[src/rtl/pdsg_pkg.sv]
`default_nettype none
// ----------------------------------------------------------------------------
// pdsg_pkg: shared types and constants for the density splat grid
// Grid geometry, field widths, register map and the controller/datapath
// command and status bundles.
// ----------------------------------------------------------------------------
package pdsg_pkg;

    // grid geometry
    localparam int GRID_X     = 32;
    localparam int GRID_Y     = 32;
    localparam int GRID_Z     = 32;
    localparam int GRID_CELLS = GRID_X * GRID_Y * GRID_Z;
    localparam int ADDR_W     = $clog2(GRID_CELLS);

    // stamp geometry
    localparam int STAMP_MAX = 7;
    localparam int SW        = $clog2(STAMP_MAX + 1);
    localparam int DSQ_W     = 2 * SW + 8;

    // floor((pos - origin) * inv / 2^32) fits in this many signed bits
    localparam int CELL_W = 26;

    // axis codes
    localparam logic [1:0] AX_X = 2'd0;
    localparam logic [1:0] AX_Y = 2'd1;
    localparam logic [1:0] AX_Z = 2'd2;

    // register map (word index)
    localparam int APB_AW = 5;
    localparam logic [2:0] REG_ORIGIN_X  = 3'd0;
    localparam logic [2:0] REG_ORIGIN_Y  = 3'd1;
    localparam logic [2:0] REG_ORIGIN_Z  = 3'd2;
    localparam logic [2:0] REG_INV_CELL  = 3'd3;
    localparam logic [2:0] REG_STAMP_SZ  = 3'd4;
    localparam logic [2:0] REG_RADIUS_SQ = 3'd5;
    localparam logic [2:0] REG_WEIGHT    = 3'd6;

    // stream payload widths
    localparam int S_TDATA_W = 112;
    localparam int M_TDATA_W = 48;

    typedef struct packed {
        logic signed [31:0] origin_x;
        logic signed [31:0] origin_y;
        logic signed [31:0] origin_z;
        logic [23:0]        inv_cell_len;
        logic [2:0]         stamp_size;
        logic [5:0]         stamp_radius_sq;
        logic [15:0]        stamp_weight;
    } cfg_t;

    typedef struct packed {
        logic       capture;
        logic       diff_en;
        logic [1:0] diff_axis;
        logic       pp_en;
        logic       cell_en;
        logic [1:0] cell_axis;
        logic       walk_clr;
        logic       walk_step;
        logic       clr_step;
        logic       load_out;
    } cmd_t;

    typedef struct packed {
        logic is_read;
        logic size_zero;
        logic walk_last;
        logic clr_last;
    } sts_t;

endpackage
`default_nettype wire

[src/rtl/pdsg_cfg.sv]
`default_nettype none
// ----------------------------------------------------------------------------
// pdsg_cfg: configuration register file
// APB-style slave holding grid origin, cell scale, stamp shape and stamp weight.
// ----------------------------------------------------------------------------
module pdsg_cfg
(
    input  wire logic                       clk,
    input  wire logic                       rst_n,
    input  wire logic                       psel,
    input  wire logic                       penable,
    input  wire logic                       pwrite,
    input  wire logic [pdsg_pkg::APB_AW-1:0] paddr,
    input  wire logic [31:0]                pwdata,
    output logic [31:0]                     prdata,
    output logic                            pready,
    output pdsg_pkg::cfg_t                  cfg
);
    import pdsg_pkg::*;

    logic signed [31:0] origin_x_reg;
    logic signed [31:0] origin_y_reg;
    logic signed [31:0] origin_z_reg;
    logic [23:0]        inv_cell_reg;
    logic [2:0]         stamp_size_reg;
    logic [5:0]         radius_sq_reg;
    logic [15:0]        weight_reg;

    logic       wr;
    logic [2:0] idx;

    assign pready = 1'b1;
    assign wr     = psel && penable && pwrite;
    assign idx    = paddr[4:2];

    // register writes
    always_ff @(posedge clk or negedge rst_n)
    begin
        if (!rst_n)
        begin
            origin_x_reg   <= '0;
            origin_y_reg   <= '0;
            origin_z_reg   <= '0;
            inv_cell_reg   <= 24'd65536;
            stamp_size_reg <= 3'd5;
            radius_sq_reg  <= 6'd4;
            weight_reg     <= 16'd6554;
        end
        else if (wr)
        begin
            unique case (idx)
                REG_ORIGIN_X:  origin_x_reg   <= pwdata;
                REG_ORIGIN_Y:  origin_y_reg   <= pwdata;
                REG_ORIGIN_Z:  origin_z_reg   <= pwdata;
                REG_INV_CELL:  inv_cell_reg   <= pwdata[23:0];
                REG_STAMP_SZ:  stamp_size_reg <= pwdata[2:0];
                REG_RADIUS_SQ: radius_sq_reg  <= pwdata[5:0];
                REG_WEIGHT:    weight_reg     <= pwdata[15:0];
                default:       ;
            endcase
        end
    end

    // read back
    always_comb
    begin
        unique case (idx)
            REG_ORIGIN_X:  prdata = origin_x_reg;
            REG_ORIGIN_Y:  prdata = origin_y_reg;
            REG_ORIGIN_Z:  prdata = origin_z_reg;
            REG_INV_CELL:  prdata = {8'd0, inv_cell_reg};
            REG_STAMP_SZ:  prdata = {29'd0, stamp_size_reg};
            REG_RADIUS_SQ: prdata = {26'd0, radius_sq_reg};
            REG_WEIGHT:    prdata = {16'd0, weight_reg};
            default:       prdata = '0;
        endcase
    end

    assign cfg.origin_x        = origin_x_reg;
    assign cfg.origin_y        = origin_y_reg;
    assign cfg.origin_z        = origin_z_reg;
    assign cfg.inv_cell_len    = inv_cell_reg;
    assign cfg.stamp_size      = stamp_size_reg;
    assign cfg.stamp_radius_sq = radius_sq_reg;
    assign cfg.stamp_weight    = weight_reg;

endmodule
`default_nettype wire

[config.mk]
export PLATFORM = sky130hd
export DESIGN_NAME = pdsg_cfg
export DESIGN_NICKNAME = d
export VERILOG_FILES = /design/src/rtl/pdsg_pkg.sv /design/src/rtl/pdsg_cfg.sv
export SDC_FILE = /design/constraint.sdc
export NUM_CORES = 1
export LEC_CHECK = 0
export BUFFER_PORTS_ARGS = -buffer_cell sky130_fd_sc_hd__buf_4
export CAP_MARGIN = 20
export CORE_MARGIN = 4
export CORE_UTILIZATION = 55
export CTS_BUF_LIST = sky130_fd_sc_hd__clkbuf_16
export DETAILED_ROUTE_END_ITERATION = 16
export PLACE_DENSITY_LB_ADDON = 0.3
export SYNTH_ARGS = -nofsm -noshare
export SYNTH_HDL_FRONTEND = slang
export SYNTH_SLANG_ARGS = --single-unit
[constraint.sdc]
create_clock -name clk -period 2.52 [get_ports clk]
set_input_delay 0.252 -clock clk [delete_from_list [all_inputs] [get_ports clk]]
set_output_delay 0.252 -clock clk [all_outputs]
set_load 0.05 [all_outputs]
* Word level (Yosys, flattened, before mapping)
Index checks and enable logic that the tools add are counted.
Storage, ports and cells: flip-flop bits (word level) 145, input port bits 42, output and inout port bits 178, logic and storage cells 24
Cells by class: equality and inequality tests 6, muxes and demuxes 1, reduce and logical (&&, ||, !) cells 10
Operators by type and width (count):
- case mux 32 bit (7 select lines) | 1
- AND reduction 2 bit | 7
- equality test 3 bit (second input constant) | 3
- equality test 3 x 2 -> 1 bit (second input constant) | 2
- equality test 3 x 1 -> 1 bit (second input constant) | 1
- logical NOT 3 bit | 1
- logical AND 1 bit | 2

* Logic depth before layout (Yosys ltp)
word-level depth 3, depth in mapped cells 6, mapped depth without buffers 3

* Worst setup path after synthesis
Ideal clock, no wire load.
path type input port to output port, start point input paddr[2] in the netlist's numbering, end point output prdata[1], arrival time 2.183 ns, required time 2.268 ns, setup slack 0.085 ns, stages 6, buffers on the path 3, path through buf_4 > buf_6 > buf_6 > nand3b_1 > o21a_1 > a221oi_1
On the way: cells in the longest elaborated chain, start to end 2, elaborated cells on any way between the ends 8, those cells by class 6 x eq/ne; 1 x mux; 1 x reduce/logical
Ends and longest elaborated chain:
- from (decl) | line pdsg_cfg.sv:13 | input wire logic [pdsg_pkg::APB_AW-1:0] paddr,
- equality test 3 bit, or another cell as far along | line pdsg_cfg.sv:67 | unique case (idx)
- case mux 32 bit (7 select lines) (*) | line pdsg_cfg.sv:67
- to (decl) | line pdsg_cfg.sv:15 | output logic [31:0] prdata,
Mark *: on every way between the ends. The rest lies on a longest branch, timed or not.

* Worst setup path after layout
Same ends and word-level chain as after synthesis.

==> Flow_metrics.wiki <==
{| class="wikitable"
! Metric !! Value
|-
| Run status || completed
|-
| Reported net switching power || 3.79 mW
|-
| Pre-CTS setup slack || 473 ps
|-
| Clock insertion delay at the later pin of the skew report || 410 ps
|-
| Critical path's slowest cell || buf_4
|-
| Pin count of the biggest net entering global routing || 76
|-
| Number of resized instances in the post-cts repair step || 0
|-
| Total count of max-transition violations in the final report || 0
|-
| Number of hold violations in the final report || 0
|-
| Core outline area || 12100 µm²
|-
| Start-to-end type of the worst setup path || input pin to primary output
|-
| Height of the die || 119 µm
|-
| Total Power || 9.14 mW
|-
| Last weighted congestion value of the routability-driven placer || 0.814
|-
| Number of unique standard cell types used by synthesis || 39
|-
| Type of the most critical hold path || input pin to flop
|-
| Cell count after synthesis || 490
|-
| Maximum clock frequency || 489 MHz
|-
| Placed wire-length estimate || 12700 µm
|-
| Share of synthesized registers carrying an async set or reset || 100%
|-
| Reported leakage power || 4.50 nW
|-
| IO buf count || 216
|-
| Worst slew margin relative to its limit || 60.7%
|-
| Signal arrival time at the worst endpoint || 1790 ps
|-
| Number of violations reported at the end of detailed-routing iteration 0 || 280
|-
| Drc violations || 0
|-
| Internal power || 5.35 mW
|-
| Full die area || 14300 µm²
|-
| Worst Reg-to-Reg Cells || 1
|-
| Share of post-route cells with drive strength above 1 || 59.5%
|-
| Final-stage net count || 750
|-
| TritonRoute pass-1 iters || 4
|-
| Main synth FF type || dfrtp_1
|-
| Largest clock skew in the final design || 0 ps
|-
| All-layer global routing usage || 26.3%
|-
| Total instance count after detailed placement || 856
|-
| Fin crit period || 2040 ps
|-
| Routed length per instance || 20.5 µm
|-
| Number of sinks on the clock net || 145
|-
| Post-CTS clock slew at the launch and capture registers of the worst setup and hold paths || 60 ps
|-
| Crit Reg-Reg Endpoint || origin_z_reg[2]$_DFFE_PN0P_
|-
| Clock tree from TritonCTS || yes
|-
| Post-synthesis sequential element count || 145
|-
| Inserted Clock Buffers || 17
|-
| Gate power share || 40.8%
|-
| Antenna diode count || 0
|-
| Kind of start point of the critical path || input pin
|-
| Total global routing overflow || 0
|-
| Final WL || 18300 µm
|-
| Critical Path RT || 2270 ps
|-
| Ys Warns || 0
|-
| Total setup buffers inserted after CTS || 0
|-
| Netlist Area Pre-Place || 6840 µm²
|-
| Synthesized net count || 532
|-
| Clock tree root buffer cell || clkbuf_16
|-
| TNS Setup || 0 ps
|-
| H-tree depth reported by CTS || 4
|-
| Crit-path most repeated cell || buf_4
|-
| Sequential-to-total area share from yosys stat || 53.3%
|-
| Maximum net fanout on the critical path || 23
|-
| Worst slew pin tran || 588 ps
|-
| Clock network fraction of total power || 24.1%
|-
| Endpoint of the most critical setup path || prdata[1]
|-
| Antenna violations before repair || 0
|-
| First-pass GRT wire length || 29300 µm
|-
| Critical path launch point || paddr[2]
|-
| Number of standard cells in the layout, taps in and fillers out || 889
|-
| Maximum vdd ir drop || 633 µV
|-
| Max Root-Sink Buffers || 2
|-
| Endpoint class of the critical path || primary output
|-
| Register-to-register setup slack || 1710 ps
|-
| Switching portion of total power || 41.4%
|-
| Area growth from synthesis to layout || 33.5%
|-
| Share of total power in sequential cells || 35.1%
|-
| Cell-by-cell trace of the critical path || buf_4, buf_4, mux2i_1, o21a_1, a221oi_1, buf_4
|-
| Worst Slack Setup Final || 477 ps
|-
| Delay of the slowest critical-path stage || 380 ps
|-
| Setup repair after global routing missed its margin || no
|-
| Share of the clock period used by the worst path after layout || 81.1%
|-
| Total via count in the routed design || 4985
|-
| Number of global-route vias before repair || 5345
|-
| Initial cell density of the core || 56.4%
|-
| Worst hold slack across all endpoints || 89.5 ps
|-
| Avg Inst Size Synth || 13.9 µm²
|-
| Number of max-cap violations || 0
|-
| Power per cell area || 1000 nW/µm²
|-
| Final setup viols || 0
|-
| Number of core rows || 40
|-
| Chip width || 119 µm
|-
| Boundary pin count || 220
|-
| Antenna Violating Nets Remaining || 0
|-
| Number of enable flip-flop cells after synthesis || 0
|-
| Startpoint of the worst register-to-register path || origin_z_reg[2]$_DFFE_PN0P_
|-
| Vias per std cell || 5.61
|}
## cell families (layout without fill, tap and decap cells)
group	Yosys count	in the layout	synth area share [%]
simple gates	68	68	6.35
mux	194	194	32.5
compound gates	45	45	4.25
buf+inv	37	268	3.53
other cells	1	1	0.0549
flops	145	145	53.3
## cells in the final DEF, fill, tap and decap left out, drive strengths merged
master	count
a211o	1
a211oi	1
a21o	10
a21oi	9
a221oi	1
a22o	2
a31oi	3
buf	233
bufinv	1
clkbuf	17
clkinv	10
conb	1
dfrtp	134
dfstp	11
dlygate4sd3	1
inv	6
mux2	145
mux2i	41
mux4	8
nand2	12
nand2b	2
nand3	2
nand3b	11
nand4	1
nand4b	1
nor2	6
nor2b	11
nor3	12
nor4b	1
o211ai	1
o21a	3
o21ai	11
o221ai	2
o22ai	1
or2	9
## Yosys cell counts (2+ instances only)
library cell  instances  share of area, %
mux4_2                8               2.6
nor2_1                2              0.11
dfrtp_1             134                49
inv_1                 2              0.11
nand3_1               2              0.15
nor2b_1              11               1.0
buf_6                 6              0.99
mux2_1                6              0.99
nor2_2                3              0.27
mux2i_1              41               6.0
mux2_2              139                23
o221ai_1              2              0.26
or2_2                 9              0.82
a21o_1               10               1.1
nand2b_1              2              0.18
nor3_1               10              0.73
nand2_1              12              0.66
buf_2                 4              0.29
o21ai_0              11              0.81
dfstp_2              11               4.2
o21a_1                3              0.33
a31oi_1               3              0.27
clkbuf_1             11              0.60
a22o_1                2              0.26
buf_4                14               1.5
nand3b_1             11               1.2
a21oi_1               9              0.66
## final cells by class
class	count	area, µm²
Clock buffer	17	425
Clock inverter	15	86.3
Fill cell	800	2990
Inverter	2	7.51
Multi-Input combinational cell	308	2960
Sequential cell	145	3640
Tap cell	168	210
Timing Repair Buffer	234	1790
## worst min path at each step
stage,from,endpoint,slack [ps],cells after the start
detailed placement,rst_n,origin_y_reg[16]$_DFFE_PN0P_,180,1
CTS,pwdata[21],origin_x_reg[21]$_DFFE_PN0P_,70,2
floorplan,rst_n,inv_cell_reg[0]$_DFFE_PN0P_,-40,0
global placement,rst_n,origin_x_reg[16]$_DFFE_PN0P_,170,1
finish,pwdata[31],origin_y_reg[31]$_DFFE_PN0P_,90,2
global route,pwdata[31],origin_z_reg[31]$_DFFE_PN0P_,80,2
## worst max-delay path: cells and delay by family
| kind | cells | cell delay [ps] |
|---|---|---|
| buffers and inverters | 3 | 980 |
| AO/OA/AOI/OAI | 2 | 420 |
| multiplexers | 1 | 120 |
## stage by stage
| stage | area [µm²] | utilization [%] |
|---|---|---|
| floorplan | 6840 | - |
| global placement | 8600 | 71.0 |
| detailed placement | 8600 | 71.0 |
| CTS | 9120 | 75.3 |
| global route | 9120 | 75.3 |
| finish | 9120 | 75.3 |
## timing repair
item | in CTS | in global routing
endpoints found under the hold margin | 35 | 0
setup endpoints to repair | 0 | 0
hold buffers | 1 | 0
## layer usage
layer  GRT usage (%)  vias to the layer above  part of all wire, %
li1                -                     2225                    -
met1            32.7                     2533                   40
met2            42.8                      192                   50
met3            8.78                       35                  7.4
met4            9.88                        0                  2.3
met5               0                        -                    0
## power by group through the flow
stage                     logic, mW  clock network [mW]  registers (mW)
after floorplan               0.969                   0            4.76
final                          3.73                2.20            3.21
after CTS                      3.76                2.24            3.20
after detailed placement       3.75                   0            3.24
after global placement         3.69                   0            3.20
after global routing           3.88                2.36            3.27
No activity file was read; power rests on OpenSTA's default activity.
