## src/rtl/pdsg_pkg.sv

```systemverilog
`default_nettype none
// ----------------------------------------------------------------------------
// pdsg_pkg: shared types and constants for the density splat grid
// Grid geometry, field widths, register map and the controller/datapath
// command and status bundles.
// ----------------------------------------------------------------------------
package pdsg_pkg;

    // grid geometry
    localparam int GRID_X     = 32;
    localparam int GRID_Y     = 32;
    localparam int GRID_Z     = 32;
    localparam int GRID_CELLS = GRID_X * GRID_Y * GRID_Z;
    localparam int ADDR_W     = $clog2(GRID_CELLS);

    // stamp geometry
    localparam int STAMP_MAX = 7;
    localparam int SW        = $clog2(STAMP_MAX + 1);
    localparam int DSQ_W     = 2 * SW + 8;

    // floor((pos - origin) * inv / 2^32) fits in this many signed bits
    localparam int CELL_W = 26;

    // axis codes
    localparam logic [1:0] AX_X = 2'd0;
    localparam logic [1:0] AX_Y = 2'd1;
    localparam logic [1:0] AX_Z = 2'd2;

    // register map (word index)
    localparam int APB_AW = 5;
    localparam logic [2:0] REG_ORIGIN_X  = 3'd0;
    localparam logic [2:0] REG_ORIGIN_Y  = 3'd1;
    localparam logic [2:0] REG_ORIGIN_Z  = 3'd2;
    localparam logic [2:0] REG_INV_CELL  = 3'd3;
    localparam logic [2:0] REG_STAMP_SZ  = 3'd4;
    localparam logic [2:0] REG_RADIUS_SQ = 3'd5;
    localparam logic [2:0] REG_WEIGHT    = 3'd6;

    // stream payload widths
    localparam int S_TDATA_W = 112;
    localparam int M_TDATA_W = 48;

    typedef struct packed {
        logic signed [31:0] origin_x;
        logic signed [31:0] origin_y;
        logic signed [31:0] origin_z;
        logic [23:0]        inv_cell_len;
        logic [2:0]         stamp_size;
        logic [5:0]         stamp_radius_sq;
        logic [15:0]        stamp_weight;
    } cfg_t;

    typedef struct packed {
        logic       capture;
        logic       diff_en;
        logic [1:0] diff_axis;
        logic       pp_en;
        logic       cell_en;
        logic [1:0] cell_axis;
        logic       walk_clr;
        logic       walk_step;
        logic       clr_step;
        logic       load_out;
    } cmd_t;

    typedef struct packed {
        logic is_read;
        logic size_zero;
        logic walk_last;
        logic clr_last;
    } sts_t;

endpackage
`default_nettype wire

```

## src/rtl/pdsg_ctrl.sv

```systemverilog
`default_nettype none
// ----------------------------------------------------------------------------
// pdsg_ctrl: sequencing state machine
// Clear sweep after reset, cell computation steps, stamp walk, read and
// result hand-off with the output valid flag.
// ----------------------------------------------------------------------------
module pdsg_ctrl
(
    input  wire logic           clk,
    input  wire logic           rst_n,
    input  wire logic           s_tvalid,
    output logic                s_tready,
    output logic                m_tvalid,
    input  wire logic           m_tready,
    input  wire pdsg_pkg::sts_t sts,
    output pdsg_pkg::cmd_t      cmd
);
    import pdsg_pkg::*;

    localparam logic [2:0] ST_CLEAR = 3'd0;
    localparam logic [2:0] ST_IDLE  = 3'd1;
    localparam logic [2:0] ST_CALC  = 3'd2;
    localparam logic [2:0] ST_WALK  = 3'd3;
    localparam logic [2:0] ST_DRAIN = 3'd4;
    localparam logic [2:0] ST_RD    = 3'd5;
    localparam logic [2:0] ST_RESP  = 3'd6;

    logic [2:0] state_reg;
    logic [2:0] state_next;
    logic [2:0] calc_reg;
    logic [2:0] calc_next;
    logic       out_valid_reg;
    logic       out_valid_next;
    logic       accept;
    logic       out_free;

    assign s_tready = (state_reg == ST_IDLE);
    assign m_tvalid = out_valid_reg;
    assign accept   = s_tvalid && s_tready;
    assign out_free = !out_valid_reg || m_tready;

    // next state and commands
    always_comb
    begin
        state_next     = state_reg;
        calc_next      = calc_reg;
        cmd            = '0;
        cmd.capture    = accept;
        unique case (state_reg)
            ST_CLEAR:
            begin
                cmd.clr_step = 1'b1;
                if (sts.clr_last)
                begin
                    state_next = ST_IDLE;
                end
            end
            ST_IDLE:
            begin
                calc_next = '0;
                if (accept)
                begin
                    state_next = ST_CALC;
                end
            end
            ST_CALC:
            begin
                // three axes overlapped through diff, product and sum stages
                cmd.walk_clr  = (calc_reg == 3'd0);
                cmd.diff_en   = (calc_reg < 3'd3);
                cmd.diff_axis = calc_reg[1:0];
                cmd.pp_en     = (calc_reg >= 3'd1) && (calc_reg <= 3'd3);
                cmd.cell_en   = (calc_reg >= 3'd2);
                cmd.cell_axis = 2'(calc_reg - 3'd2);
                calc_next     = calc_reg + 3'd1;
                // item kind is known in the cycle after capture
                if (calc_reg == 3'd0 && sts.is_read)
                begin
                    state_next = ST_RD;
                end
                else if (calc_reg == 3'd4)
                begin
                    state_next = sts.size_zero ? ST_RESP : ST_WALK;
                end
            end
            ST_WALK:
            begin
                cmd.walk_step = 1'b1;
                if (sts.walk_last)
                begin
                    state_next = ST_DRAIN;
                end
            end
            ST_DRAIN:
            begin
                state_next = ST_RESP;
            end
            ST_RD:
            begin
                state_next = ST_RESP;
            end
            ST_RESP:
            begin
                if (out_free)
                begin
                    cmd.load_out = 1'b1;
                    state_next   = ST_IDLE;
                end
            end
            default:
            begin
                state_next = ST_IDLE;
            end
        endcase
    end

    // output valid flag
    always_comb
    begin
        out_valid_next = out_valid_reg;
        if (cmd.load_out)
        begin
            out_valid_next = 1'b1;
        end
        else if (m_tready)
        begin
            out_valid_next = 1'b0;
        end
    end

    always_ff @(posedge clk or negedge rst_n)
    begin
        if (!rst_n)
        begin
            state_reg     <= ST_CLEAR;
            calc_reg      <= '0;
            out_valid_reg <= 1'b0;
        end
        else
        begin
            state_reg     <= state_next;
            calc_reg      <= calc_next;
            out_valid_reg <= out_valid_next;
        end
    end

    // no item taken during the clear sweep
    a_no_accept_clear: assert property (@(posedge clk) disable iff (!rst_n)
        (state_reg == ST_CLEAR) |-> !s_tready)
        else $error("item accepted during grid clear");

    // a result is never loaded over one still waiting
    a_load_free: assert property (@(posedge clk) disable iff (!rst_n)
        cmd.load_out |-> (!out_valid_reg || m_tready))
        else $error("result register overwritten");

    // last stamp cell is followed by the write-back drain
    a_walk_drain: assert property (@(posedge clk) disable iff (!rst_n)
        (state_reg == ST_WALK && sts.walk_last) |=> (state_reg == ST_DRAIN))
        else $error("walk did not drain");

    // an accepted item leaves idle
    a_accept_busy: assert property (@(posedge clk) disable iff (!rst_n)
        accept |=> (state_reg == ST_CALC))
        else $error("accepted item not started");

    // walk only runs in its own state
    a_walk_state: assert property (@(posedge clk) disable iff (!rst_n)
        cmd.walk_step |-> (state_reg == ST_WALK))
        else $error("walk step outside walk state");

endmodule
`default_nettype wire

```

## config.mk

```make
export PLATFORM = sky130hd
export DESIGN_NAME = pdsg_ctrl
export DESIGN_NICKNAME = d
export VERILOG_FILES = /design/src/rtl/pdsg_pkg.sv /design/src/rtl/pdsg_ctrl.sv
export SDC_FILE = /design/constraint.sdc
export NUM_CORES = 1
export LEC_CHECK = 0
export ABC_AREA = 1
export BUFFER_PORTS_ARGS = -buffer_cell sky130_fd_sc_hd__buf_2
export CAP_MARGIN = 10
export CORE_MARGIN = 8
export CORE_UTILIZATION = 42
export DETAILED_ROUTE_END_ITERATION = 16
export PLACE_DENSITY_LB_ADDON = 0.3
export SYNTH_ARGS = -nofsm -noshare
export SYNTH_HDL_FRONTEND = slang
export SYNTH_SLANG_ARGS = --single-unit
```

## constraint.sdc

```tcl
create_clock -name clk -period 1.2 [get_ports clk]
set_input_delay 0.24 -clock clk [delete_from_list [all_inputs] [get_ports clk]]
set_output_delay 0.24 -clock clk [all_outputs]
set_load 0.1 [all_outputs]
```

==> results of run 1 <==
## per-stage QoR
step                      area, um2  worst slack [ns]   util  TNS [ns]
after floorplan                 698            -0.599      -     -4.69
after global placement         1140            -0.240  0.855     -1.69
after detailed placement       1140            -0.325  0.855     -2.47
## cells by family after synthesis
kind of cell,Yosys count
flops,7
fa+ha+maj,5
compound gates,8
simple gates,55
buf+inv,18
==> results.txt, run 1 <==
After legalization and detailed placement, the total HPWL measured 1780 um. Ranked by instance count, the synthesized netlist is headed by nor2_1, nand2_1, inv_1, nand3_1, dfrtp_1. Count of cells resized by post-cts repair: 51. In the post-synthesis netlist, the cell with the most instances is nor2_1. The run gives 0.458 as the starting utilization of the core area.

The fraction of the yosys area taken by sequential cells came out at 0.287. The number of nets in the synthesized netlist is 106. Fraction of the mapped netlist area in compound gates: 0.0738. The number of flops mapped to enable cells by yosys is 0. Top cell type's share of synthesized area: 0.287. The global placer's final weighted congestion is 0.850. Counting flops and latches in the post-synthesis netlist gives 7. The flow did not finish. The library cell occupying the most area in the post-synthesis netlist was dfrtp_1.

From left edge to right edge, the die measures 54.1 um. The clock root buffer master was clkbuf_4. The synthesized instance count is 93.

The number of setup buffers added after CTS is 4. After synthesis, the netlist uses 20 different library cells. Clock tree synthesis inserted a total of 3 buffers.

The fraction of registers with async set/reset came out at 1.00. The tools report the number of clock sinks as 7. Most instantiated flip-flop cell in the synthesis netlist: dfrtp_1. Counting along the longest clock path gives a buffer depth of 2. A synthesized cell averages 6.57 um2. The share of synthesized cell area in full adder, half adder and majority cells came out at 0.102. The post-cts hold buffer count came out at 1. The XOR/XNOR share of the synthesized area is 0, and the number of top-level design ports is 22. The first error in the log reads "[ERROR DPL-0038] Utilization greater than 100%, impossible to legalize". Buffers placed on the I/O ports in this run total 21.

The largest family of logic cells by synthesized area was simple AND/OR/NAND/NOR gates. Once placement completed, the tool counted placed cells totaling 146. The multiplexer share of the synthesized area is 0, and the cell area after synthesis is 611 um2. Ranked by total cell area, the synthesized netlist is headed by dfrtp_1, nor2_1, nand2_1. The number of cell rows was 13. Stopping stage: 4_1_cts.

The post-synthesis share of cell area spent on and, or, nand and nor gates was 0.408. The H-tree depth came out at 1. The height of the chip works out to 54.1 um.

For this run, the number of Yosys warnings is 0.
==> run 2: changes to the inputs <==
CORE_AREA = 8 8 69 71   (was not set)
CORE_MARGIN = not set   (was 8)
CORE_UTILIZATION = not set   (was 42)
DIE_AREA = 0 0 77 79   (was not set)
PLACE_DENSITY_LB_ADDON = 0.15   (was 0.3)
clock period = 1.6 ns   (was 1.2 ns; I/O delays follow)
==> run 2 against run 1 <==
Net effect:
- the flow now finishes, with violations (negative setup slack)
- synthesized area is the same
- synthesized cell count stayed put
==> results.txt, run 2 <==
In this run the register-to-register setup slack is 0.13 ns. Endpoint required time on the critical path: 1.28 ns. The run gives 2 (unchanged) as the clock tree buffer depth.

Largest family of logic cells by synthesized area: simple AND/OR/NAND/NOR gates (unchanged). The fraction of registers with async set/reset came out at 1.00 (unchanged). The critical path capture point type was an output pin. For the worst slack after detailed placement, the log shows -0.0908 ns (was -0.325 ns). Top post-synthesis cells by area: dfrtp_1, nor2_1, nand2_1 (unchanged). The yosys synthesis warning count was 0 (unchanged); the met1 wire length was 839 um.

The slack of the critical path is -0.138 ns, and the share of the clock period used by the worst path after layout is 1.09. The logs give 20 (unchanged) for the count of cell types in the netlist and 611 um2 (unchanged) for the cell area after synthesis. Relative to the synthesized area, the layout overhead comes to 125%. The run gives 3330 um as the first-pass GRT wire length. The multiplexer share of the synthesized area came out at 0 (unchanged). The routed length per placed instance was 10.3 um; the number of DRC violations after detailed-routing iteration 0 was 16. TritonCTS built the clock tree.

The die covers 6080 um2. The total setup violations reported at the end of the flow is 8. Once detail routing completed, the nets flagged for antenna violations numbered 0.

For the final clock skew, the log shows 0.00245 ns. The horizontal die dimension was 77 um (was 54.1 um); the max-cap check violation count was 0. Static timing analysis puts the maximum clock frequency at 0.575 GHz.

The most instantiated flip-flop cell in the synthesis netlist is dfrtp_1 (unchanged). Setup repair after global routing could not meet its margin everywhere. After detailed routing, the number of vias per cell comes to 3.83. The XOR/XNOR share of the synthesized area was 0 (unchanged); the overall routed net length was 1970 um. At the pin with the least slew margin, the transition time is 0.486 ns.

The run finished, with violations left. For the synthesized netlist net count, the log shows 106 (unchanged). The number of storage elements in the synthesis netlist came out at 7 (unchanged).

The critical path in this run is classified as reg2out. The routed layout has 732 vias. Most common cell in the netlist: nor2_1 (unchanged). Commonest cells post-synth: nor2_1, nand2_1, inv_1, nand3_1, dfrtp_1 (unchanged). After routing the design area is 1380 um2. Number of top-level design ports: 22 (unchanged). The highest layer touched by signal routing is met4. Clock latency on the worst-skew pair, taken at its later pin, is 0.23 ns.

Clock-pin transition on the worst setup and hold timing paths: 0.04 ns. The area of the core was 3800 um2; the total inserted antenna cells was 0. The class of the tightest hold or removal check was in2reg. Top cell type's share of synthesized area: 0.287 (unchanged). The highest fanout seen on the critical path works out to 3.

Synthesized instance count: 93 (unchanged). The fraction of the yosys area taken by sequential cells is 0.287 (unchanged). Leaving out fill and tap cells, the most frequent cells in the layout are buf_4, nand2_1, buf_12. The critical path startpoint category was a flop.

The run gives 0 as the total count of max-transition violations in the final report. Setup total negative slack on the finished layout was measured at -0.668 ns. The library cell used most frequently in the layout, excluding fill and tap cells, is buf_4. The post-synthesis share of cell area spent on and, or, nand and nor gates is 0.408 (unchanged). The run gives 1 (unchanged) as the H-tree depth. Entering global routing, the biggest net connects 8 pins. The number of buffers added on ports is 21 (unchanged), and the fraction of the mapped netlist area in compound gates is 0.0738 (unchanged).

Starting utilization of the core area: 0.161 (was 0.458). Clock root buffer master: clkbuf_8 (was clkbuf_4). Routed length on met2: 952 um.

The global placer's final weighted congestion was 0.780 (was 0.850); the total count of hold-check failures in the final report was 0. The final layout contains 155 nets. The synthesized area divided by synthesized cell count works out to 6.57 um2 (unchanged).

The logs give 752 for the number of global-route vias before repair and 0 for the number of antenna violations at the first check in global routing. Number of iterations in the first detailed-routing pass: 2. The share of synthesized cell area in full adder, half adder and majority cells is 0.102 (unchanged). The number of cell rows is 23 (was 13), and the height of the chip is 79 um (was 54.1 um). The number of buffers inserted during clock tree synthesis is 3 (unchanged).

The logs give 7 (unchanged) for the number of clock sinks and 1.42 ns for the data arrival time of the critical path. The logs give 0.0691 for the global-route usage over all layers and 1090 um2 (was 1140 um2) for the placed instance area. The amount of wire on met3 after detailed routing is 106 um. For the detailed-placement wirelength estimate, the log shows 1580 um (was 1780 um).

The fraction of the core area covered by cells at the end of the flow is 0.362. The remaining global-route overflow came out at 0. The tightest slew margin relative to the limit came out at 0.678. For this run, design rule violations remaining after detail routing come to 0. The library cell occupying the most area in the post-synthesis netlist is dfrtp_1 (unchanged). The final reports fail on negative setup slack. The share of cells above drive strength 1 is 0.603, and the number of flops mapped to enable cells by yosys is 0 (unchanged). The time the worst path needs with I/O delays and setup is 1.74 ns.
==> run 2: cell counts after synthesis <==
Identical to the previous run, type by type.
==> run 2: timing repair <==
action,CTS,global route
endpoints found under the setup margin,12,13
hold buffers,1,0
resized for setup,27,13
hold endpoints to repair,7,0
setup buffers,6,5
pin swaps,8,6
==> run 2: area by class of cell <==
type	instances	area (um2)
Inverter	15	61.3
Clock buffer	4	45.0
Timing Repair Buffer	47	524
Tap cell	50	62.6
Multi-Input combinational cell	68	503
Sequential cell	7	179
Fill cell	409	2420
==> run 2: critical path, stage by stage, from the launching register on <==
cell and delay [ns]:
dfrtp_1 0.39, buf_6 0.13, buf_6 0.12, nor4_4 0.32, nor2_4 0.06, buf_12 0.17
==> run 2: kinds of logic after synthesis <==
group,after synthesis
AOI/OAI and AO/OA,8
DFF,7
adders and majority gates,5
and+or+nand+nor,55
buffers and inverters,18
==> run 2: layer usage <==
layer | vias to the layer above | GRT usage
met5 | - | 0
met4 | 0 | 0.0566
met3 | 5 | 0.0203
met2 | 14 | 0.108
met1 | 331 | 0.0773
li1 | 382 | -
==> run 2: final timing paths <==
| kind | startpoint | endpoint | depth (start not counted) |
|---|---|---|---|
| min in group asynchronous | rst_n | state_reg[0] | 2 |
| max | calc_reg[1] | cmd[7] | 5 |
| max in group asynchronous | rst_n | m_tvalid | 2 |
| min reg2reg | m_tvalid | m_tvalid | 2 |
| max reg2reg | state_reg[0] | state_reg[0] | 9 |
| min | m_tready | m_tvalid | 4 |
==> run 2: through the flow <==
stage	std cells	hold slack [ns]
after floorplan	93	0.0244
after global placement	175	0.162
after detailed placement	175	0.163
after CTS	186	0.374
after global routing	191	0.410
final	191	0.373
Power of run 2 is left out: the tool's default activity adds up to more than one toggle a clock period on the data nets, which glitch-free logic cannot reach.
==> run 3: changes to the inputs <==
clock period = 1.8 ns   (was 1.6 ns; I/O delays follow)
==> run 3 against run 2 <==
Net effect:
- the flow still finishes with violations (negative setup slack)
- critical path depth is the same
- critical endpoint unchanged
- worst hold slack better by 0.041 ns
- cell count fell by 3.7%
- register-to-register slack gained 0.03 ns
- setup slack better by 0.14 ns
- sequential cell count did not move
- core utilization fell by 3.4 points
- first-iteration DRC count rose by 25%
==> results.txt, run 3 (same netlist as run 2, synthesis figures left out) <==
The most common cell after layout, fill and taps aside was nand2_1 (was buf_4). Commonest cells after routing, fill and taps aside: nand2_1, buf_4, buf_12 (was buf_4, nand2_1, buf_12). The time the worst path needs with I/O delays and setup was 1.80 ns; the vias after detailed routing was 712 (was 732). The overall routed net length was 2130 um (was 1970 um). Derived from the worst setup path, the maximum achievable clock frequency is 0.556 GHz. Share of cells above drive strength 1: 0.530 (was 0.603). The class of the tightest hold or removal check is in2reg (unchanged). The run gives 0.161 (unchanged) as the starting utilization of the core area.

The tools report the antenna violation net count after detailed routing as 0 (unchanged). The run gives 0.00269 ns (was 0.00245 ns) as the final clock skew. The run gives 0.0704 (was 0.0691) as the global-route usage over all layers. The run gives 22 (unchanged) as the number of top-level design ports. The growth of design area from synthesis to finish is 104% (was 125%), and the total count of max-transition violations in the final report is 0 (unchanged). The tools report the number of DRC violations after detailed-routing iteration 0 as 20 (was 16). The flow ran to the end, but the final reports show violations. The highest fanout seen on the critical path is 5 (was 3), and the number of stages on the worst hold path is 4 (unchanged).

The tools report the final routed DRC violation total as 0 (unchanged). The clock root buffer master is clkbuf_8 (unchanged). The maximum number of pins on one net before global-route repair is 9 (was 8). The critical path startpoint category is a flop (unchanged). The post-detailed-route via-to-cell ratio was 3.87 (was 3.83). The number of filler cells placed in the layout was 416 (was 409). For the number of cell rows, the log shows 23 (unchanged). The run gives 0.22 ns (was 0.23 ns) as the insertion delay of the later-clocked pin in the worst-skew pair. The largest incremental delay on the critical path came out at 0.45 ns (was 0.39 ns). The share of the clock period used by the worst path after layout was 1.00. The H-tree depth came out at 1 (unchanged). Setup repair after global routing could not meet its margin everywhere.

The library cell contributing the largest single delay on the critical path was dfrtp_2 (was dfrtp_1). The first-pass GRT wire length is 3440 um (was 3330 um), and the number of clock sinks is 7 (unchanged). Category of the critical setup timing path: reg2out (unchanged). The total setup violations reported at the end of the flow is 1 (was 8), and the total count of hold-check failures in the final report is 0 (unchanged). The endpoint required time on the critical path was 1.44 ns (was 1.28 ns). The area of the core was 3800 um2 (unchanged). The number of cell instances on the worst register-to-register path works out to 11 (was 9).

Routed length per placed instance: 11.6 um (was 10.3 um). The number of buffers inserted during clock tree synthesis was 3 (unchanged). The tightest slew margin relative to the limit was 0.678 (about the same). For the total inserted antenna cells, the log shows 0 (unchanged). The tools report the data arrival time of the critical path as 1.44 ns (was 1.42 ns). The number of buffers added on ports was 21 (unchanged).

Violations in the final reports: negative setup slack (unchanged). The tools report the max-cap check violation count as 0 (unchanged). The number of antenna violations at the first check in global routing was 0 (unchanged); the worst slack after detailed placement was -0.00798 ns (was -0.0908 ns). The horizontal die dimension was 77 um (unchanged). The critical path capture point type is an output pin (unchanged).

The detailed-placement wirelength estimate was 1560 um (was 1580 um). The total die area is 6080 um2 (unchanged), and the clock-pin transition on the worst setup and hold timing paths is 0.04 ns (about the same). Remaining global-route overflow: 0 (unchanged).

Height of the chip: 79 um (unchanged). The logs give 0.805 (was 0.780) for the global placer's final weighted congestion and 148 (was 155) for the net count reported at finish. The run gives 4 (was 2) as the number of iterations in the first detailed-routing pass. The slack of the critical path was -0.000173 ns (was -0.138 ns); the slew at the pin with the worst max-slew slack was 0.486 ns (about the same). List of cells traversed by the critical path: ha_4, nor4_4, buf_4, nor2_4, buf_12 (was buf_6, buf_6, nor4_4, nor2_4, buf_12). For the number of global-route vias before repair, the log shows 688 (was 752). TritonCTS built the clock tree. The tools report the clock tree buffer depth as 2 (unchanged).
==> run 3: timing repair <==
action                     CTS  global route
hold buffers                 1             0
pin swaps                    6             6
hold endpoints to repair     7             0
setup buffers                4             2
setup endpoints to repair    7             7
resized for setup           13            11
==> run 3: stage by stage <==
step | utilization | hold slack, ns | instances | instance area [um2] | setup TNS, ns
floorplan | - | 0.0644 | 93 | 638 | -0.762
global placement | 0.279 | 0.202 | 174 | 1060 | -0.0236
detailed placement | 0.279 | 0.201 | 174 | 1060 | -0.00798
CTS | 0.310 | 0.418 | 182 | 1180 | -0.0141
global route | 0.328 | 0.447 | 184 | 1240 | -0.0996
finish | 0.328 | 0.413 | 184 | 1240 | -0.000173
==> run 3: final cells by class <==
cell class	instances	area [um2]	area share
Timing Repair Buffer	40	449	0.361
Inverter	15	56.3	0.0452
Sequential cell	7	178	0.143
Multi-Input combinational cell	68	454	0.365
Tap cell	50	62.6	0.0503
Clock buffer	4	45.0	0.0362
==> run 3: critical path: cells and delay by family, from the launching register on <==
family,cells,cell delay [ns]
flip-flops,1,0.45
buffers and inverters,2,0.32
AND/OR/NAND/NOR,2,0.25
adder cells (fa/ha/maj),1,0.19
==> run 3: final timing paths <==
check | from | to | slack [ns]
hold / removal | m_tready | m_tvalid | 0.41
max in group asynchronous | rst_n | calc_reg[1] | 1.12
setup / recovery | calc_reg[0] | cmd[7] | -0.0002
setup reg to reg | state_reg[1] | state_reg[0] | 0.16
hold reg to reg | m_tvalid | m_tvalid | 0.51
min in group asynchronous | rst_n | calc_reg[2] | 0.50
==> run 3: per-layer routing <==
layer / global-route usage / part of all wire
met2: 0.115 / 0.49
met5: 0 / 0
met3: 0.0327 / 0.086
met4: 0.0283 / 0.0098
met1: 0.0784 / 0.41
Power of run 3 is left out for the same reason.
==> run 4: changes to the inputs <==
clock period = 1.48 ns   (was 1.8 ns; I/O delays follow)
==> run 4 against run 3 <==
Net effect:
- the flow still finishes with violations (negative setup slack)
- non-clock buffer count grew 17
- setup slack got worse by 0.24 ns
- critical endpoint unchanged
- critical path depth grew 1
- wire length increased by 9.4%
- sequential share of layout area fell by 2.6 points
- register-to-register slack worse by 0.14 ns
- largest cell class is now buffers
- core utilization grew 8.1 points
- critical path type unchanged
- cell count up 9.2%
==> results.txt, run 4 (same netlist as run 2, synthesis figures left out) <==
Clock root buffer master: clkbuf_8 (unchanged). The combined buffer and inverter count along the critical path is 3 (was 2). The slack of the critical path is -0.241 ns (was -0.000173 ns), and the clock-pin transition on the worst setup and hold timing paths is 0.04 ns (about the same). The logs give 0 (unchanged) for the total inserted antenna cells and 784 (was 712) for the vias after detailed routing.

The run gives 861 (was 688) as the number of global-route vias before repair. The horizontal die dimension works out to 77 um (unchanged). The layer carrying the most global-route usage was met2 (unchanged). The area of the core came out at 3800 um2 (unchanged).

The tools report the worst hold path startpoint as m_tready (unchanged). Remaining global-route overflow: 0 (unchanged). For the number of top-level design ports, the log shows 22 (unchanged).

Destination of the worst hold path: m_tvalid (unchanged). The routed length per placed instance works out to 11.6 um (about the same). Violations in the final reports: negative setup slack (unchanged). The net count reported at finish was 165 (was 148); the endpoint required time on the critical path was 1.18 ns (was 1.44 ns). The detailed-placement wirelength estimate is 1680 um (was 1560 um). List of cells traversed by the critical path: buf_6, a21oi_4, buf_4, o21ai_2, nor2_4, buf_12 (was ha_4, nor4_4, buf_4, nor2_4, buf_12).

The number of stages on the worst hold path is 4 (unchanged). The number of iterations in the first detailed-routing pass was 3 (was 4). The highest fanout seen on the critical path was 4 (was 5). The slew at the pin with the worst max-slew slack works out to 0.487 ns (was 0.486 ns). The number of cell rows is 23 (unchanged). Global-route usage over all layers: 0.0754 (was 0.0704). The antenna violation net count after detailed routing came out at 0 (unchanged).

The category of the critical setup timing path is reg2out (unchanged). The critical path startpoint category is a flop (unchanged). The tools report the number of buffers inserted during clock tree synthesis as 3 (unchanged). The worst slack after detailed placement is -0.186 ns (was -0.00798 ns). Height of the chip: 79 um (unchanged). Commonest cells after routing, fill and taps aside: buf_4, nand2_1, buf_6 (was nand2_1, buf_4, buf_12).

Critical path capture point type: an output pin (unchanged). The tools report the reg2reg setup slack as 0.02 ns (was 0.16 ns). The tools report the number of clock sinks as 7 (unchanged). The hold slack was 0.363 ns (was 0.413 ns); the total die area was 6080 um2 (unchanged).

The H-tree depth is 1 (unchanged), and the time the worst path needs with I/O delays and setup is 1.72 ns. The share of cells above drive strength 1 was 0.689 (was 0.530); the number of filler cells placed in the layout was 388 (was 416). The tools report the timing-limited maximum frequency as 0.581 GHz. The logs give 0.409 (was 0.328) for the fraction of the core area covered by cells at the end of the flow and 0.0282 (was 0.0327) for the fraction of met3 tracks used by global routing.

The share of the clock period used by the worst path after layout was 1.16; the data arrival time of the critical path was 1.43 ns (was 1.44 ns). For the met2 global-route usage, the log shows 0.133 (was 0.115). The startpoint of the lowest-slack register-to-register path is state_reg[0] (was state_reg[1]).

The tools report the capture instance of the worst register-to-register path as state_reg[1] (was state_reg[0]). The met1 track demand over resource is 0.0751 (was 0.0784), and the growth of design area from synthesis to finish is 155% (was 104%). TritonCTS built the clock tree.

The number of DRC violations after detailed-routing iteration 0 was 22 (was 20); the global placer's final weighted congestion was 0.753 (was 0.805). The maximum number of pins on one net before global-route repair came out at 9 (unchanged). The library cell contributing the largest single delay on the critical path was dfrtp_2 (unchanged). For the insertion delay of the later-clocked pin in the worst-skew pair, the log shows 0.23 ns (was 0.22 ns). For the number of antenna violations at the first check in global routing, the log shows 0 (unchanged). Max-cap check violation count: 0 (unchanged). Setup repair after global routing could not meet its margin everywhere. The overall routed net length is 2340 um (was 2130 um), and the post-detailed-route via-to-cell ratio is 3.90 (was 3.87). The most common cell after layout, fill and taps aside was buf_4 (was nand2_1). The cell family with the largest share of critical-path delay was buffers and inverters (was flip-flops).

The number of buffers added on ports is 21 (unchanged). Final clock skew: 0.00212 ns (was 0.00269 ns). The total count of max-transition violations in the final report was 0 (unchanged); the total setup violations reported at the end of the flow was 13 (was 1).

The clock tree buffer depth is 2 (unchanged), and the first-pass GRT wire length is 3760 um (was 3440 um). Number of cell instances on the worst register-to-register path: 9 (was 11). The tightest slew margin relative to the limit is 0.678 (about the same). The largest incremental delay on the critical path is 0.43 ns (was 0.45 ns), and the final routed DRC violation total is 0 (unchanged). The class of the tightest hold or removal check was in2reg (unchanged). The flow ran to the end, but the final reports show violations. The tools report the starting utilization of the core area as 0.161 (unchanged).

The total count of hold-check failures in the final report came out at 0 (unchanged).
==> run 4: cell count changes in the layout (fill, tap and decap cells not counted), moves of 3 or more <==
cell / change
nand2_1: -3
nor2_1: -3
dfrtp_1: -3
nand3_4: +3
nor2_2: -3
dfrtp_2: +3
clkinvlp_4: +3
buf_6: +14
nor2_4: +6
inv_1: -5
==> run 4: worst register-to-register path: stages (launching register included) <==
cell,delay [ns]
dfrtp_2,0.44
buf_6,0.13
buf_6,0.12
nand3_4,0.12
buf_6,0.12
nor2_2,0.03
nor2_2,0.15
nand3_1,0.09
nand2_1,0.06
nand2_1,0.07
==> run 4: per-layer routing <==
| metal | wire length, um | part of all wire | vias up |
|---|---|---|---|
| li1 | - | - | 407 |
| met1 | 964 | 0.41 | 352 |
| met2 | 1180 | 0.50 | 19 |
| met3 | 136 | 0.058 | 6 |
| met4 | 55 | 0.024 | 0 |
| met5 | 0 | 0 | - |
==> run 4: final cells by class <==
type	instances	area (um2)	area share
Clock buffer	4	45.0	0.0290
Inverter	15	75.1	0.0483
Multi-Input combinational cell	68	553	0.356
Sequential cell	7	181	0.117
Tap cell	50	62.6	0.0403
Timing Repair Buffer	57	637	0.410
==> run 4: through the flow <==
stage	instances	cell area, um2	setup TNS [ns]
floorplan	93	674	-2.29
global placement	181	1140	-0.217
detailed placement	181	1140	-0.295
CTS	192	1350	-1.92
global route	201	1550	-2.80
finish	201	1550	-1.97
==> run 4: what timing repair did <==
action | 4_1_cts | 5_1_grt
pin swaps | 9 | 17
endpoints found under the setup margin | 13 | 16
cloned | 0 | 0
endpoints found under the hold margin | 7 | 0
hold buffers | 1 | 0
setup buffers | 6 | 13
resized for setup | 32 | 34
==> run 4: worst max path at each step <==
stage	cells after the start	slack [ns]	start	to
5_1_grt	6	-0.32	calc_reg[1]	cmd[7]
4_1_cts	6	-0.25	calc_reg[0]	cmd[3]
2_1_floorplan	3	-0.38	state_reg[0]	cmd[10]
3_3_place_gp	5	-0.14	calc_reg[1]	cmd[7]
3_5_place_dp	5	-0.19	calc_reg[1]	cmd[7]
6_report	6	-0.24	calc_reg[1]	cmd[7]
Power of run 4 is left out for the same reason.
